===== config.mk =====
export PLATFORM = sky130hd
export DESIGN_NAME = quaternion_offset_rotate_add_unit_flat
export DESIGN_NICKNAME = d
export VERILOG_FILES = /design/src/rtl/qora_pkg.sv /design/src/rtl/qora_if.sv /design/src/rtl/qora_rot_mat.sv /design/src/rtl/qora_dot_mac.sv /design/src/rtl/quaternion_offset_rotate_add_unit.sv /design/src/flat_wrapper.sv
export SDC_FILE = /design/constraint.sdc
export NUM_CORES = 2
export LEC_CHECK = 0
export BUFFER_PORTS_ARGS = -buffer_cell sky130_fd_sc_hd__buf_2
export CORE_MARGIN = 2
export CORE_UTILIZATION = 55
export DETAILED_ROUTE_END_ITERATION = 6
export PLACE_DENSITY = 0.72
export SLEW_MARGIN = 20
export SYNTH_ARGS = -nofsm -noshare
export SYNTH_HDL_FRONTEND = slang
export SYNTH_SLANG_ARGS = --single-unit

===== constraint.sdc =====
create_clock -name clk -period 20.8 [get_ports clk]
set_input_delay 1.04 -clock clk [delete_from_list [all_inputs] [get_ports clk]]
set_output_delay 1.04 -clock clk [all_outputs]
set_load 0.01 [all_outputs]

===== src/rtl/qora_pkg.sv =====
// Shared types and codes for the quaternion offset rotate/add block.
// No dependencies; qora_rot_mat, qora_dot_mac and the top level import this package.
package qora_pkg;

	// Sequencer states
	typedef enum logic [1:0] {
		ST_IDLE,
		ST_MAT,
		ST_DOT,
		ST_DONE
	} state_t;

	// Input word command codes
	localparam logic CMD_ORIENT   = 1'b0;
	localparam logic CMD_POSITION = 1'b1;

	// Configuration register indexes
	localparam int CFG_IDX_W = 2;
	localparam logic [CFG_IDX_W-1:0] REG_LEVER_X = 2'd0;
	localparam logic [CFG_IDX_W-1:0] REG_LEVER_Y = 2'd1;
	localparam logic [CFG_IDX_W-1:0] REG_LEVER_Z = 2'd2;

	// Control from the sequencer to the serial matrix builder
	typedef struct packed {
		logic load;
		logic step;
		logic last;
	} mat_ctrl_t;

	// Control from the sequencer to the per-axis serial MACs
	typedef struct packed {
		logic load;
		logic step;
		logic off_msb;
		logic rel_en;
		logic rel_msb;
	} mac_ctrl_t;

endpackage


===== src/rtl/qora_if.sv =====
// Valid/ready channel interfaces for the input and result words.
// Depends on nothing; used by the top level and its environment.
interface qora_item_if #(
	parameter int POS_WIDTH  = 32,
	parameter int QUAT_WIDTH = 16
) ();
	logic                         valid;
	logic                         ready;
	logic                         cmd;
	logic signed [POS_WIDTH-1:0]  rel_x;
	logic signed [POS_WIDTH-1:0]  rel_y;
	logic signed [POS_WIDTH-1:0]  rel_z;
	logic signed [QUAT_WIDTH-1:0] new_qw;
	logic signed [QUAT_WIDTH-1:0] new_qx;
	logic signed [QUAT_WIDTH-1:0] new_qy;
	logic signed [QUAT_WIDTH-1:0] new_qz;

	modport source (
		output valid, cmd, rel_x, rel_y, rel_z, new_qw, new_qx, new_qy, new_qz,
		input  ready
	);
	modport sink (
		input  valid, cmd, rel_x, rel_y, rel_z, new_qw, new_qx, new_qy, new_qz,
		output ready
	);
endinterface

interface qora_result_if #(
	parameter int POS_WIDTH = 32
) ();
	logic                        valid;
	logic                        ready;
	logic signed [POS_WIDTH-1:0] adj_x;
	logic signed [POS_WIDTH-1:0] adj_y;
	logic signed [POS_WIDTH-1:0] adj_z;

	modport source (
		output valid, adj_x, adj_y, adj_z,
		input  ready
	);
	modport sink (
		input  valid, adj_x, adj_y, adj_z,
		output ready
	);
endinterface


===== src/rtl/qora_rot_mat.sv =====
// Serial-parallel builder and store of the rounded 3x3 rotation matrix.
// Depends on qora_pkg. One quaternion bit of each part is consumed per step.
module qora_rot_mat #(
	parameter int QUAT_WIDTH = 16
) (
	input  logic                              clk,
	input  logic                              arst_n,
	input  qora_pkg::mat_ctrl_t               ctrl,
	input  logic signed [QUAT_WIDTH-1:0]      q_w,
	input  logic signed [QUAT_WIDTH-1:0]      q_x,
	input  logic signed [QUAT_WIDTH-1:0]      q_y,
	input  logic signed [QUAT_WIDTH-1:0]      q_z,
	output logic [8:0][QUAT_WIDTH+3:0]        elem
);
	import qora_pkg::*;

	localparam int FRAC   = QUAT_WIDTH - 2;
	localparam int E_W    = QUAT_WIDTH + 4;
	localparam int EACC_W = QUAT_WIDTH + 4;
	// rounding bias at weight one, and the 1.0 of the diagonal at the sign step
	localparam logic signed [EACC_W-1:0] BIAS      = EACC_W'(2 ** (FRAC - 1));
	localparam logic signed [EACC_W-1:0] DIAG_ADD  = EACC_W'(2 ** (QUAT_WIDTH - 3));
	localparam logic signed [EACC_W-1:0] IDENT_ACC = EACC_W'(2 ** (QUAT_WIDTH - 4));

	logic signed [QUAT_WIDTH-1:0] par_w_q, par_x_q, par_y_q, par_z_q;
	logic        [QUAT_WIDTH-1:0] sh_w_q, sh_x_q, sh_y_q, sh_z_q;
	logic signed [EACC_W-1:0]     acc_q [9];
	logic        [1:0]            low_q [9];
	logic signed [EACC_W-1:0]     sum   [9];
	logic signed [EACC_W-1:0]     diag;
	logic                         wb, xb, yb, zb;

	// one partial product: doubled operand, negated on the sign bit step
	function automatic logic signed [EACC_W-1:0] tm(
		input logic                         b,
		input logic                         neg,
		input logic signed [QUAT_WIDTH-1:0] v
	);
		logic signed [EACC_W-1:0] d;
		d = EACC_W'(v) <<< 1;
		return b ? (neg ? -d : d) : '0;
	endfunction

	// operand latch and bit shifters
	always_ff @(posedge clk) begin
		if (ctrl.load) begin
			par_w_q <= q_w;
			par_x_q <= q_x;
			par_y_q <= q_y;
			par_z_q <= q_z;
			sh_w_q  <= q_w;
			sh_x_q  <= q_x;
			sh_y_q  <= q_y;
			sh_z_q  <= q_z;
		end else if (ctrl.step) begin
			sh_w_q <= sh_w_q >> 1;
			sh_x_q <= sh_x_q >> 1;
			sh_y_q <= sh_y_q >> 1;
			sh_z_q <= sh_z_q >> 1;
		end
	end

	assign wb = sh_w_q[0];
	assign xb = sh_x_q[0];
	assign yb = sh_y_q[0];
	assign zb = sh_z_q[0];

	// element accumulate terms for this step
	always_comb begin
		diag   = ctrl.last ? DIAG_ADD : '0;
		sum[0] = acc_q[0] - tm(yb, ctrl.last, par_y_q) - tm(zb, ctrl.last, par_z_q) + diag;
		sum[1] = acc_q[1] + tm(xb, ctrl.last, par_y_q) - tm(wb, ctrl.last, par_z_q);
		sum[2] = acc_q[2] + tm(xb, ctrl.last, par_z_q) + tm(wb, ctrl.last, par_y_q);
		sum[3] = acc_q[3] + tm(xb, ctrl.last, par_y_q) + tm(wb, ctrl.last, par_z_q);
		sum[4] = acc_q[4] - tm(xb, ctrl.last, par_x_q) - tm(zb, ctrl.last, par_z_q) + diag;
		sum[5] = acc_q[5] + tm(yb, ctrl.last, par_z_q) - tm(wb, ctrl.last, par_x_q);
		sum[6] = acc_q[6] + tm(xb, ctrl.last, par_z_q) - tm(wb, ctrl.last, par_y_q);
		sum[7] = acc_q[7] + tm(yb, ctrl.last, par_z_q) + tm(wb, ctrl.last, par_x_q);
		sum[8] = acc_q[8] - tm(xb, ctrl.last, par_x_q) - tm(yb, ctrl.last, par_y_q) + diag;
	end

	// accumulators double as the matrix store; reset gives identity
	always_ff @(posedge clk or negedge arst_n) begin
		if (!arst_n) begin
			for (int i = 0; i < 9; i++) begin
				acc_q[i] <= (i % 4 == 0) ? IDENT_ACC : '0;
				low_q[i] <= '0;
			end
		end else if (ctrl.load) begin
			for (int i = 0; i < 9; i++) begin
				acc_q[i] <= BIAS;
				low_q[i] <= '0;
			end
		end else if (ctrl.step) begin
			for (int i = 0; i < 9; i++) begin
				acc_q[i] <= sum[i] >>> 1;
				low_q[i] <= {sum[i][0], low_q[i][1]};
			end
		end
	end

	// rounded element: high accumulator bits over the two kept low bits
	always_comb begin
		for (int i = 0; i < 9; i++) begin
			elem[i] = {acc_q[i][E_W-3:0], low_q[i]};
		end
	end

endmodule


===== src/rtl/qora_dot_mac.sv =====
// Serial multiply-accumulate for one output axis: row of the matrix times
// the offset, plus the relative position, rounded and saturated. Uses qora_pkg.
module qora_dot_mac #(
	parameter int POS_WIDTH  = 32,
	parameter int QUAT_WIDTH = 16
) (
	input  logic                        clk,
	input  qora_pkg::mac_ctrl_t         ctrl,
	input  logic [2:0][QUAT_WIDTH+3:0]  elem,
	input  logic [2:0]                  off_bit,
	input  logic signed [POS_WIDTH-1:0] rel,
	output logic signed [POS_WIDTH-1:0] adj
);
	import qora_pkg::*;

	localparam int FRAC  = QUAT_WIDTH - 2;
	localparam int ACC_W = QUAT_WIDTH + 7;
	localparam logic signed [ACC_W-1:0] BIAS  = ACC_W'(2 ** (FRAC - 1));
	localparam logic signed [ACC_W-1:0] ONE   = ACC_W'(1);
	localparam logic [POS_WIDTH-1:0]    POS_MAX = {1'b0, {(POS_WIDTH-1){1'b1}}};
	localparam logic [POS_WIDTH-1:0]    POS_MIN = {1'b1, {(POS_WIDTH-1){1'b0}}};

	logic signed [ACC_W-1:0]   acc_q;
	logic        [POS_WIDTH-1:0] low_q;
	logic        [POS_WIDTH-1:0] rel_sh_q;
	logic signed [ACC_W-1:0]   sum;
	logic                      fits;

	// add the selected row elements and the current position bit
	always_comb begin
		sum = acc_q;
		for (int j = 0; j < 3; j++) begin
			if (off_bit[j]) begin
				sum = ctrl.off_msb ? sum - ACC_W'(signed'(elem[j]))
				                   : sum + ACC_W'(signed'(elem[j]));
			end
		end
		if (ctrl.rel_en && rel_sh_q[0]) begin
			sum = ctrl.rel_msb ? sum - ONE : sum + ONE;
		end
	end

	// low product bits shift out into low_q; only the top word is kept
	always_ff @(posedge clk) begin
		if (ctrl.load) begin
			acc_q    <= BIAS;
			low_q    <= '0;
			rel_sh_q <= rel;
		end else if (ctrl.step) begin
			acc_q <= sum >>> 1;
			low_q <= {sum[0], low_q[POS_WIDTH-1:1]};
			if (ctrl.rel_en) begin
				rel_sh_q <= rel_sh_q >> 1;
			end
		end
	end

	// saturate: the high bits must all match the result sign
	assign fits = (acc_q == '0 && !low_q[POS_WIDTH-1]) ||
	              ((&acc_q) && low_q[POS_WIDTH-1]);
	assign adj  = fits ? low_q : (acc_q[ACC_W-1] ? POS_MIN : POS_MAX);

endmodule


===== src/rtl/quaternion_offset_rotate_add_unit.sv =====
// Quaternion offset rotate/add unit: rotates a body-frame offset by the
// stored attitude and adds it to a relative position, with saturation.
// Depends on qora_pkg, qora_if, qora_rot_mat and qora_dot_mac.
//
// Usage:
//  - item channel (valid/ready): cmd 0 carries a Q1.14 quaternion that
//    replaces the stored attitude and yields no result; cmd 1 carries a
//    Q16.16 relative position and yields one result word.
//  - result channel (valid/ready): adj_x/y/z, saturated Q16.16.
//  - cfg port: cfg_we, cfg_index, cfg_data write the lever arm x/y/z
//    (index 0..2); other indexes are ignored. Write only while no word is
//    in flight.
// Timing: a quaternion word runs QUAT_WIDTH steps after acceptance, one
// quaternion bit per cycle through the matrix builder. A position word runs
// POS_WIDTH + QUAT_WIDTH - 2 serial MAC steps and then loads the output register once it is free.
// The input is taken only when the sequencer is idle. A finished result
// sits in the output register; the next word is accepted meanwhile, and a
// following result waits in its MACs until the register frees up.
// Reset sets the attitude to identity, offsets to zero, output empty.
module quaternion_offset_rotate_add_unit #(
	parameter int POS_WIDTH  = 32,
	parameter int QUAT_WIDTH = 16
) (
	input  logic                             clk,
	input  logic                             arst_n,
	qora_item_if.sink                        item,
	qora_result_if.source                    result,
	input  logic                             cfg_we,
	input  logic [qora_pkg::CFG_IDX_W-1:0]   cfg_index,
	input  logic [POS_WIDTH-1:0]             cfg_data
);
	import qora_pkg::*;

	localparam int FRAC  = QUAT_WIDTH - 2;
	localparam int NBITS = POS_WIDTH + FRAC;
	localparam int CNT_W = $clog2(NBITS);
	localparam int E_W   = QUAT_WIDTH + 4;

	state_t                 state_q, state_d;
	logic [CNT_W-1:0]       cnt_q;
	logic [POS_WIDTH-1:0]   off_x_q, off_y_q, off_z_q;
	logic [POS_WIDTH-1:0]   osh_x_q, osh_y_q, osh_z_q;
	logic                   res_valid_q;
	logic [POS_WIDTH-1:0]   adj_x_q, adj_y_q, adj_z_q;

	logic                   item_ready;
	logic                   item_acc;
	logic                   cnt_last_mat;
	logic                   cnt_last_dot;
	logic                   out_free;
	logic                   out_load;
	mat_ctrl_t              mat_ctrl;
	mac_ctrl_t              mac_ctrl;
	logic [8:0][E_W-1:0]    mat;
	logic [2:0]             off_bit;
	logic signed [POS_WIDTH-1:0] adj_x, adj_y, adj_z;

	assign item_acc     = item.valid && item_ready;
	assign cnt_last_mat = (cnt_q == CNT_W'(QUAT_WIDTH - 1));
	assign cnt_last_dot = (cnt_q == CNT_W'(NBITS - 1));
	assign out_free     = !res_valid_q || result.ready;

	// next state
	always_comb begin
		state_d = state_q;
		unique case (state_q)
			ST_IDLE: begin
				if (item.valid) begin
					state_d = (item.cmd == CMD_ORIENT) ? ST_MAT : ST_DOT;
				end
			end
			ST_MAT: begin
				if (cnt_last_mat) state_d = ST_IDLE;
			end
			ST_DOT: begin
				if (cnt_last_dot) state_d = ST_DONE;
			end
			ST_DONE: begin
				if (out_free) state_d = ST_IDLE;
			end
			default: state_d = ST_IDLE;
		endcase
	end

	// sequencer outputs
	always_comb begin
		item_ready       = (state_q == ST_IDLE);
		mat_ctrl.load    = item_acc && (item.cmd == CMD_ORIENT);
		mat_ctrl.step    = (state_q == ST_MAT);
		mat_ctrl.last    = (state_q == ST_MAT) && cnt_last_mat;
		mac_ctrl.load    = item_acc && (item.cmd == CMD_POSITION);
		mac_ctrl.step    = (state_q == ST_DOT);
		mac_ctrl.off_msb = (cnt_q == CNT_W'(POS_WIDTH - 1));
		mac_ctrl.rel_en  = (cnt_q >= CNT_W'(FRAC));
		mac_ctrl.rel_msb = cnt_last_dot;
		out_load         = (state_q == ST_DONE) && out_free;
	end

	assign item.ready = item_ready;

	// state and step counter
	always_ff @(posedge clk or negedge arst_n) begin
		if (!arst_n) begin
			state_q <= ST_IDLE;
			cnt_q   <= '0;
		end else begin
			state_q <= state_d;
			if (item_acc) begin
				cnt_q <= '0;
			end else if (mat_ctrl.step || mac_ctrl.step) begin
				cnt_q <= cnt_q + CNT_W'(1);
			end
		end
	end

	// offset registers
	always_ff @(posedge clk or negedge arst_n) begin
		if (!arst_n) begin
			off_x_q <= '0;
			off_y_q <= '0;
			off_z_q <= '0;
		end else if (cfg_we) begin
			unique case (cfg_index)
				REG_LEVER_X: off_x_q <= cfg_data;
				REG_LEVER_Y: off_y_q <= cfg_data;
				REG_LEVER_Z: off_z_q <= cfg_data;
				default: ;
			endcase
		end
	end

	// offset bit shifters shared by all three axes; zeros fill from the top
	always_ff @(posedge clk) begin
		if (mac_ctrl.load) begin
			osh_x_q <= off_x_q;
			osh_y_q <= off_y_q;
			osh_z_q <= off_z_q;
		end else if (mac_ctrl.step) begin
			osh_x_q <= osh_x_q >> 1;
			osh_y_q <= osh_y_q >> 1;
			osh_z_q <= osh_z_q >> 1;
		end
	end

	assign off_bit = {osh_z_q[0], osh_y_q[0], osh_x_q[0]};

	qora_rot_mat #(
		.QUAT_WIDTH (QUAT_WIDTH)
	) u_mat (
		.clk    (clk),
		.arst_n (arst_n),
		.ctrl   (mat_ctrl),
		.q_w    (item.new_qw),
		.q_x    (item.new_qx),
		.q_y    (item.new_qy),
		.q_z    (item.new_qz),
		.elem   (mat)
	);

	qora_dot_mac #(
		.POS_WIDTH  (POS_WIDTH),
		.QUAT_WIDTH (QUAT_WIDTH)
	) u_mac_x (
		.clk     (clk),
		.ctrl    (mac_ctrl),
		.elem    ({mat[2], mat[1], mat[0]}),
		.off_bit (off_bit),
		.rel     (item.rel_x),
		.adj     (adj_x)
	);

	qora_dot_mac #(
		.POS_WIDTH  (POS_WIDTH),
		.QUAT_WIDTH (QUAT_WIDTH)
	) u_mac_y (
		.clk     (clk),
		.ctrl    (mac_ctrl),
		.elem    ({mat[5], mat[4], mat[3]}),
		.off_bit (off_bit),
		.rel     (item.rel_y),
		.adj     (adj_y)
	);

	qora_dot_mac #(
		.POS_WIDTH  (POS_WIDTH),
		.QUAT_WIDTH (QUAT_WIDTH)
	) u_mac_z (
		.clk     (clk),
		.ctrl    (mac_ctrl),
		.elem    ({mat[8], mat[7], mat[6]}),
		.off_bit (off_bit),
		.rel     (item.rel_z),
		.adj     (adj_z)
	);

	// output register
	always_ff @(posedge clk or negedge arst_n) begin
		if (!arst_n) begin
			res_valid_q <= 1'b0;
		end else if (out_load) begin
			res_valid_q <= 1'b1;
		end else if (result.ready) begin
			res_valid_q <= 1'b0;
		end
	end

	always_ff @(posedge clk) begin
		if (out_load) begin
			adj_x_q <= adj_x;
			adj_y_q <= adj_y;
			adj_z_q <= adj_z;
		end
	end

	assign result.valid = res_valid_q;
	assign result.adj_x = adj_x_q;
	assign result.adj_y = adj_y_q;
	assign result.adj_z = adj_z_q;

	// matrix build never runs past the quaternion width
	a_mat_count: assert property (@(posedge clk) disable iff (!arst_n)
		(state_q == ST_MAT) |-> (cnt_q < CNT_W'(QUAT_WIDTH)))
		else $error("matrix step counter overran");

	// last MAC step hands over to the output stage
	a_dot_done: assert property (@(posedge clk) disable iff (!arst_n)
		(state_q == ST_DOT && cnt_last_dot) |=> (state_q == ST_DONE))
		else $error("MAC pass did not finish into DONE");

	// a new result only appears after a finished position word
	a_res_src: assert property (@(posedge clk) disable iff (!arst_n)
		$rose(res_valid_q) |-> ($past(state_q) == ST_DONE))
		else $error("result raised outside DONE");

	// an attitude word starts a matrix build and nothing else
	a_orient: assert property (@(posedge clk) disable iff (!arst_n)
		(item_acc && item.cmd == CMD_ORIENT) |=> (state_q == ST_MAT && cnt_q == '0))
		else $error("attitude word did not start matrix build");

endmodule

===== src/flat_wrapper.sv =====
// flat-port wrapper written by rule: the top's interface ports become plain ports
module quaternion_offset_rotate_add_unit_flat import qora_pkg::*;
#(
	parameter int POS_WIDTH  = 32,
	parameter int QUAT_WIDTH = 16
)
  (clk, arst_n, cfg_we, cfg_index, cfg_data, item_valid, item_cmd, item_rel_x, item_rel_y, item_rel_z, item_new_qw, item_new_qx, item_new_qy, item_new_qz, item_ready, result_valid, result_adj_x, result_adj_y, result_adj_z, result_ready);
  qora_item_if #(.POS_WIDTH(POS_WIDTH), .QUAT_WIDTH(QUAT_WIDTH)) item_i ();
  qora_result_if #(.POS_WIDTH(POS_WIDTH)) result_i ();
  input  logic clk;
  input  logic arst_n;
  input  logic cfg_we;
  input  logic [qora_pkg::CFG_IDX_W-1:0] cfg_index;
  input  logic [POS_WIDTH-1:0] cfg_data;
  input wire logic [$bits(item_i.valid)-1:0] item_valid;
  input wire logic [$bits(item_i.cmd)-1:0] item_cmd;
  input wire logic [$bits(item_i.rel_x)-1:0] item_rel_x;
  input wire logic [$bits(item_i.rel_y)-1:0] item_rel_y;
  input wire logic [$bits(item_i.rel_z)-1:0] item_rel_z;
  input wire logic [$bits(item_i.new_qw)-1:0] item_new_qw;
  input wire logic [$bits(item_i.new_qx)-1:0] item_new_qx;
  input wire logic [$bits(item_i.new_qy)-1:0] item_new_qy;
  input wire logic [$bits(item_i.new_qz)-1:0] item_new_qz;
  output wire logic [$bits(item_i.ready)-1:0] item_ready;
  output wire logic [$bits(result_i.valid)-1:0] result_valid;
  output wire logic [$bits(result_i.adj_x)-1:0] result_adj_x;
  output wire logic [$bits(result_i.adj_y)-1:0] result_adj_y;
  output wire logic [$bits(result_i.adj_z)-1:0] result_adj_z;
  input wire logic [$bits(result_i.ready)-1:0] result_ready;
  assign item_i.valid = item_valid;
  assign item_i.cmd = item_cmd;
  assign item_i.rel_x = item_rel_x;
  assign item_i.rel_y = item_rel_y;
  assign item_i.rel_z = item_rel_z;
  assign item_i.new_qw = item_new_qw;
  assign item_i.new_qx = item_new_qx;
  assign item_i.new_qy = item_new_qy;
  assign item_i.new_qz = item_new_qz;
  assign item_ready = item_i.ready;
  assign result_valid = result_i.valid;
  assign result_adj_x = result_i.adj_x;
  assign result_adj_y = result_i.adj_y;
  assign result_adj_z = result_i.adj_z;
  assign result_i.ready = result_ready;
  quaternion_offset_rotate_add_unit #(.POS_WIDTH(POS_WIDTH), .QUAT_WIDTH(QUAT_WIDTH)) u_core (.clk(clk), .arst_n(arst_n), .item(item_i), .result(result_i), .cfg_we(cfg_we), .cfg_index(cfg_index), .cfg_data(cfg_data));
endmodule

# [Word-level counts from Yosys, hierarchy flattened]
# Index checks and enable logic that the tools add are counted.
[classes] addsub=49 order_cmp=1 eq_ne=12 mux=80 bitwise_logic=1 n_reduce_logical=41
[ops] cell="32-bit 2-to-1 mux" count=21
[ops] cell="23-bit 2-to-1 mux" count=24
[ops] cell="180-bit 2-to-1 mux" count=2
[ops] cell="20-bit 2-to-1 mux" count=12
[ops] cell="20-bit adder" count=9
[ops] cell="20-bit subtractor" count=9
[ops] cell="23-bit by 20-bit adder with 23-bit output" count=6
[ops] cell="23-bit by 20-bit subtractor with 23-bit output" count=6
[ops] cell="16-bit 2-to-1 mux" count=8
[ops] cell="22-bit by 20-bit adder with 23-bit output" count=3
[ops] cell="23-bit by 2-bit adder with 23-bit output (second input constant)" count=3
[ops] cell="23-bit zero test" count=3
[ops] cell="23-bit AND reduction" count=3
[ops] cell="22-bit by 20-bit subtractor with 23-bit output" count=3
[ops] cell="23-bit by 2-bit subtractor with 23-bit output (second input constant)" count=3
[ops] cell="20-bit by 15-bit adder with 20-bit output" count=3
[ops] cell="20-bit negation" count=3
[ops] cell="18-bit 2-to-1 mux" count=2
[ops] cell="1-bit logical AND" count=14
[ops] cell="14-bit 2-to-1 mux" count=1
[ops] cell="6-bit 2-to-1 mux" count=2
[ops] cell="2-bit 2-to-1 mux" count=5
[ops] cell="2-bit nonzero test" count=5
[ops] cell="2-bit case mux with 4 select lines" count=1
[ops] cell="other kinds (16)" count=33
[totals] regBits=865 inputBits=200

# [Depth between registers and ports, before layout]
[logic_depth] ltp_word=12 depth_mapped=49 depth_no_buf=44

# [Modules after synthesis]
# Synthesis repeated with hierarchy kept, for this count alone.
[hier_totals] cells_unflattened=7563 hier_area_um2=69047.5
[modules_own_cells] mod="qora_rot_mat" instances=1 cells_each=2849 area_each_um2=26845.7
[modules_own_cells] mod="quaternion_offset_rotate_add_unit" instances=1 cells_each=767 area_each_um2=11130.7
[modules_own_cells] mod="qora_dot_mac (u_core.u_mac_y)" instances=1 cells_each=1316 area_each_um2=10491.3
[modules_own_cells] mod="qora_dot_mac (u_core.u_mac_x)" instances=1 cells_each=1325 area_each_um2=10391.2
[modules_own_cells] mod="qora_dot_mac (u_core.u_mac_z)" instances=1 cells_each=1306 area_each_um2=10188.5

# [Least setup slack after synthesis]
# Ideal clock, no wire load.
[synth_path] path_type="register to register" start="register u_core.cnt_q[0]" end="register, netlist name u_core.u_mac_x.acc_q[21]" setup_time_ns=0.123 arrival_ns=9.397 setup_slack_ns=11.280 path_stages_with_launch=47 period_less_slack_ns=9.520 path_cell_list="dfrtp_1 ha_1 and3_1 clkbuf_1 and3b_1 clkbuf_1 clkbuf_1 clkbuf_1 clkbuf_1 clkbuf_1 nor2_1 xnor2_1 ha_1 a211oi_1 o21bai_1 a21oi_1 o21bai_1 a21oi_1 (+11 left out) and3_1 a21oi_1 a21o_1 a211oi_1 o21ai_0 o21a_1 ha_1 a21o_1 a21o_1 or3_1 o21ai_0 o2111ai_1 o211ai_1 mux2i_1 xnor3_1 nor2_1 nand2_1 nor3b_2"
[synth_between] elab_chain_len=12 word_cells_on_any_way=18 cone_classes="6 x add/sub; 1 x order compare; 2 x eq/ne; 8 x mux; 1 x reduce/logical"
[synth_lines] item="start: declaration" line_no="quaternion_offset_rotate_add_unit.sv:40" source="logic [CNT_W-1:0] cnt_q;"
[synth_lines] item="start signal: assignment" line_no="quaternion_offset_rotate_add_unit.sv:111" source="cnt_q <= cnt_q + CNT_W'(1);"
[synth_lines] item="6-bit by 5-bit == test with 1-bit output" line_no="quaternion_offset_rotate_add_unit.sv:93" source="mac_ctrl.off_msb = (cnt_q == CNT_W'(POS_WIDTH - 1));"
[synth_lines] item="23-bit 2-to-1 mux" line_no="qora_dot_mac.sv:34" source="sum = ctrl.off_msb ? sum - ACC_W'(signed'(elem[j]))"
[synth_lines] item="23-bit 2-to-1 mux" line_no="qora_dot_mac.sv:33" source="if (off_bit[j]) begin"
[synth_lines] item="23-bit by 20-bit adder with 23-bit output / 23-bit by 20-bit subtractor with 23-bit output (equally long branches)" line_no="qora_dot_mac.sv:35, qora_dot_mac.sv:34"
[synth_lines] item="23-bit 2-to-1 mux" line_no="qora_dot_mac.sv:34"
[synth_lines] item="23-bit 2-to-1 mux" line_no="qora_dot_mac.sv:33"
[synth_lines] item="23-bit by 20-bit adder with 23-bit output / 23-bit by 20-bit subtractor with 23-bit output (equally long branches)" line_no="qora_dot_mac.sv:35, qora_dot_mac.sv:34"
[synth_lines] item="23-bit 2-to-1 mux" line_no="qora_dot_mac.sv:34"
[synth_lines] item="23-bit 2-to-1 mux" line_no="qora_dot_mac.sv:33"
[synth_lines] item="23-bit by 2-bit adder with 23-bit output / 23-bit by 2-bit subtractor with 23-bit output (equally long branches)" line_no="qora_dot_mac.sv:39" source="sum = ctrl.rel_msb ? sum - ONE : sum + ONE;"
[synth_lines] item="23-bit 2-to-1 mux" line_no="qora_dot_mac.sv:39"
[synth_lines] item="23-bit 2-to-1 mux (*)" line_no="qora_dot_mac.sv:38" source="if (ctrl.rel_en && rel_sh_q[0]) begin"
# Every way passes the cells marked *; elsewhere a longest branch is shown, timed or not.
# A chain may end at the register's enable or synchronous reset.

# [Final worst setup path]
[layout_path] start="register u_core.cnt_q[0]" end="register, netlist name u_core.u_mac_z.acc_q[21]"
[layout_between] elab_chain_len=12 word_cells_on_any_way=18 cone_classes="6 x add/sub; 1 x order compare; 2 x eq/ne; 8 x mux; 1 x reduce/logical"
[layout_lines] item="6-bit by 5-bit == test with 1-bit output" line_no="quaternion_offset_rotate_add_unit.sv:93"
[layout_lines] item="23-bit 2-to-1 mux" line_no="qora_dot_mac.sv:34"
[layout_lines] item="23-bit 2-to-1 mux" line_no="qora_dot_mac.sv:33"
[layout_lines] item="23-bit by 20-bit adder with 23-bit output / 23-bit by 20-bit subtractor with 23-bit output (equally long branches)" line_no="qora_dot_mac.sv:35, qora_dot_mac.sv:34"
[layout_lines] item="23-bit 2-to-1 mux" line_no="qora_dot_mac.sv:34"
[layout_lines] item="23-bit 2-to-1 mux" line_no="qora_dot_mac.sv:33"
[layout_lines] item="23-bit by 20-bit adder with 23-bit output / 23-bit by 20-bit subtractor with 23-bit output (equally long branches)" line_no="qora_dot_mac.sv:35, qora_dot_mac.sv:34"
[layout_lines] item="23-bit 2-to-1 mux" line_no="qora_dot_mac.sv:34"
[layout_lines] item="23-bit 2-to-1 mux" line_no="qora_dot_mac.sv:33"
[layout_lines] item="23-bit by 2-bit adder with 23-bit output / 23-bit by 2-bit subtractor with 23-bit output (equally long branches)" line_no="qora_dot_mac.sv:39"
[layout_lines] item="23-bit 2-to-1 mux" line_no="qora_dot_mac.sv:39"
[layout_lines] item="23-bit 2-to-1 mux (*)" line_no="qora_dot_mac.sv:38"
# Marked as above.

==> results.sh <==
export IMPL_status="finished clean"
export IMPL_synth_edf_count=400
export IMPL_max_cap_viol_count=0
export IMPL_grt_pass1_vias=51800
export IMPL_critPathSlowestCell="buf_4"
export IMPL_syn_avg_cell_area_um2=8.81
export IMPL_die_area_um2=122000
export IMPL_cts_max_level=3
export IMPL_synth_largest_area_cell="edfxtp_1"
export IMPL_syn_inst=7430
export IMPL_setup_viol=0
export IMPL_yosysTopAreaCellShare=0.184
export IMPL_wl_per_cell_um=20.0
export IMPL_dp_hpwl_um=139000
export IMPL_ys_top_cells_by_count="nand2_1, nor2_1, inv_1"
export IMPL_die_height_um=349
export IMPL_worst_path_largest_cell_delay_ns=0.71
export IMPL_overflow=0
export IMPL_synth_seq_cells=856
export IMPL_async_reset_ff_frac=0.343
export IMPL_antenna_found_initial=9
export IMPL_gp_congestion=0.976
export IMPL_cp_start_kind="flip-flop"
export IMPL_remaining_drc_errors=0
export IMPL_dr_first_iter_drc_count=4799
export IMPL_detail_route_antenna_nets=0
export IMPL_portBuffers=297
export IMPL_rsz0062_at_grt="false"
export IMPL_tightestPinTransition_ns=1.25
export IMPL_path_class="flip-flop to flip-flop"
export IMPL_cts_clk_slew_worst_paths_ns=0.07
export IMPL_cp_end_kind="flip-flop"
export IMPL_initial_utilization=0.554
export IMPL_rr_endpoint="u_core.u_mac_z.acc_q[21]"
export IMPL_fin_crit_ns=10.44
export IMPL_period_share=0.502
export IMPL_yosysWarnings=0
export IMPL_grt_pass1_wl_um=291000
export IMPL_drv_slew=0
export IMPL_route_vias_total=54400
export IMPL_ff2ff_setup_slack_ns=10.36
export IMPL_fin_skew_ns=0.0355
export IMPL_cts_buffers_inserted=94
export IMPL_cts_resized=0
export IMPL_cts_tree="done"
export IMPL_cts_max_path_buffers=3
export IMPL_syn_area_um2=65400
export IMPL_hp_class="input port to async pin"
export IMPL_grt_usage=0.301
export IMPL_coreArea_um2=118000
export IMPL_syn2layout_area_growth_pct=9.53
export IMPL_maxSlewHeadroom=0.157
export IMPL_worst_path_most_repeated_cell="a21oi_1"
export IMPL_cts_root_buf="clkbuf_16"
export IMPL_rows=126
export IMPL_layout_drive_gt1_share=0.0993
export IMPL_reg2reg_from="u_core.cnt_q[0]"
export IMPL_synth_ff_type="edfxtp_1"
export IMPL_synth_nets=8303
export IMPL_num_io_pins=298
export IMPL_die_w_um=349
export IMPL_nets=8469
export IMPL_grt_max_degree=144
export IMPL_crit_arrival_ns=11.07
export IMPL_synth_most_common_cell="nand2_1"
export IMPL_worstPathRequired_ns=21.43
export IMPL_drt_first_pass_iters=6
export IMPL_yosysUniqueCellTypes=100
export IMPL_worst_skew_pair_late_latency_ns=0.73
export IMPL_fmax_mhz=95.8
export IMPL_reg2reg_depth=40
export IMPL_critPathMaxFanout=68
export IMPL_crit_start="u_core.cnt_q[0]"
export IMPL_drt_total_wl_um=185000
export IMPL_vias_per_cell=5.90
export IMPL_hold_buffers=0
export IMPL_hold_violations=0
export IMPL_synth_seq_area_share=0.346
export IMPL_netlist_top_cells_area="edfxtp_1, dfrtp_1, ha_1, nand2_1, fa_1"
export IMPL_fin_setup_tns_ns=0
export IMPL_clock_sinks=856
export IMPL_cts_setup_buffers=0
worst max-delay path by stage:
stage	cells past startpoint	slack [ns]	endpoint
final	40	10.36	u_core.u_mac_z.acc_q[21]
after detailed placement	40	10.60	u_core.u_mac_z.acc_q[21]
after global routing	40	9.70	u_core.u_mac_z.acc_q[21]
after CTS	40	10.55	u_core.u_mac_z.acc_q[21]
after global placement	40	10.72	u_core.u_mac_z.acc_q[21]
after floorplan	46	11.28	u_core.u_mac_x.acc_q[21]
critical path, delay by kind of cell (launching register included):
family / cells / cell delay [ns]
xor+xnor: 5 / 1.00
simple gates: 9 / 1.75
flops: 1 / 0.43
mux: 1 / 0.28
fa+ha+maj: 5 / 1.50
compound gates: 19 / 4.61
buf+inv: 1 / 0.71
placed cells by master (no fill, tap or decap), drive strengths merged, types with 19 or more instances in the layout:
cell type | netlist | routed
a21boi | 42 | 42
o21a | 44 | 44
xor2 | 143 | 143
nor2 | 629 | 629
a211oi | 65 | 65
clkbuf | 250 | 122
clkinv | 1 | 37
dfxtp | 162 | 162
mux2 | 167 | 167
nor2b | 50 | 50
nor3 | 158 | 158
a21o | 110 | 110
or4 | 25 | 25
o211ai | 26 | 26
o21bai | 52 | 52
mux2i | 207 | 207
o21ai | 398 | 398
nand4 | 46 | 46
dfrtp | 291 | 291
buf | 31 | 351
and3 | 32 | 32
fa | 183 | 183
ha | 490 | 490
and2 | 91 | 91
a21oi | 485 | 485
o31ai | 70 | 70
nor4 | 38 | 38
nand3 | 93 | 93
edfxtp | 400 | 400
xnor2 | 389 | 389
a31oi | 43 | 43
nand2 | 1245 | 1245
or2 | 19 | 19
inv | 557 | 559
a31o | 19 | 19
nand2b | 66 | 66
or3 | 74 | 74
kinds of logic (layout without fill, tap and decap cells):
kind of cell	after synthesis	count (layout)	share of synthesized area
compound gates	1521	1521	0.145
mux	374	374	0.0605
flops	856	856	0.346
simple gates	2630	2630	0.178
fa+ha+maj	673	673	0.150
other cells	0	1	0
xor+xnor	537	537	0.0733
buf+inv	839	1086	0.0482
registers in the layout, indices dropped and copies added, names as in the netlist, 32 cells and up:
name	flops
u_core.osh_x_q	32
u_core.off_x_q	32
u_core.osh_y_q	32
u_core.off_z_q	32
u_core.result.adj_z	32
u_core.result.adj_y	32
u_core.u_mat.elem	180
u_core.u_mac_z.low_q	32
u_core.u_mac_y.rel_sh_q	32
u_core.u_mac_x.low_q	32
u_core.off_y_q	32
u_core.u_mac_y.low_q	32
u_core.u_mac_z.rel_sh_q	32
u_core.osh_z_q	32
u_core.result.adj_x	32
u_core.u_mac_x.rel_sh_q	32
layout make-up:
class                           count  area (um2)
Fill cell                       10100       46400
Timing Repair Buffer              351        1930
Antenna cell                        1        2.50
Multi-Input combinational cell   5735       39800
Clock inverter                     55         698
Tap cell                         1536        1920
Sequential cell                   856       22600
Clock buffer                      122        2620
Inverter                          558        2110
through the flow:
step / worst slack (ns) / hold slack [ns] / util / instance area (um2) / cells
floorplan: 11.28 / 0.460 / - / 65400 / 7430
global placement: 10.72 / 0.479 / 0.579 / 68300 / 9036
detailed placement: 10.60 / 0.489 / 0.579 / 68300 / 9036
CTS: 10.55 / 0.322 / 0.607 / 71700 / 9213
global route: 9.70 / 0.365 / 0.607 / 71700 / 9214
finish: 10.36 / 0.269 / 0.607 / 71700 / 9214
metal layers:
| metal | GRT usage | wire, um |
|---|---|---|
| met3 | 0.0530 | 13100 |
| met1 | 0.404 | 79800 |
| met5 | 0 | 105 |
| met2 | 0.476 | 83200 |
| met4 | 0.135 | 8530 |
Power is left out: the tool's default activity adds up to more than one toggle a clock period on the data nets, which glitch-free logic cannot reach.
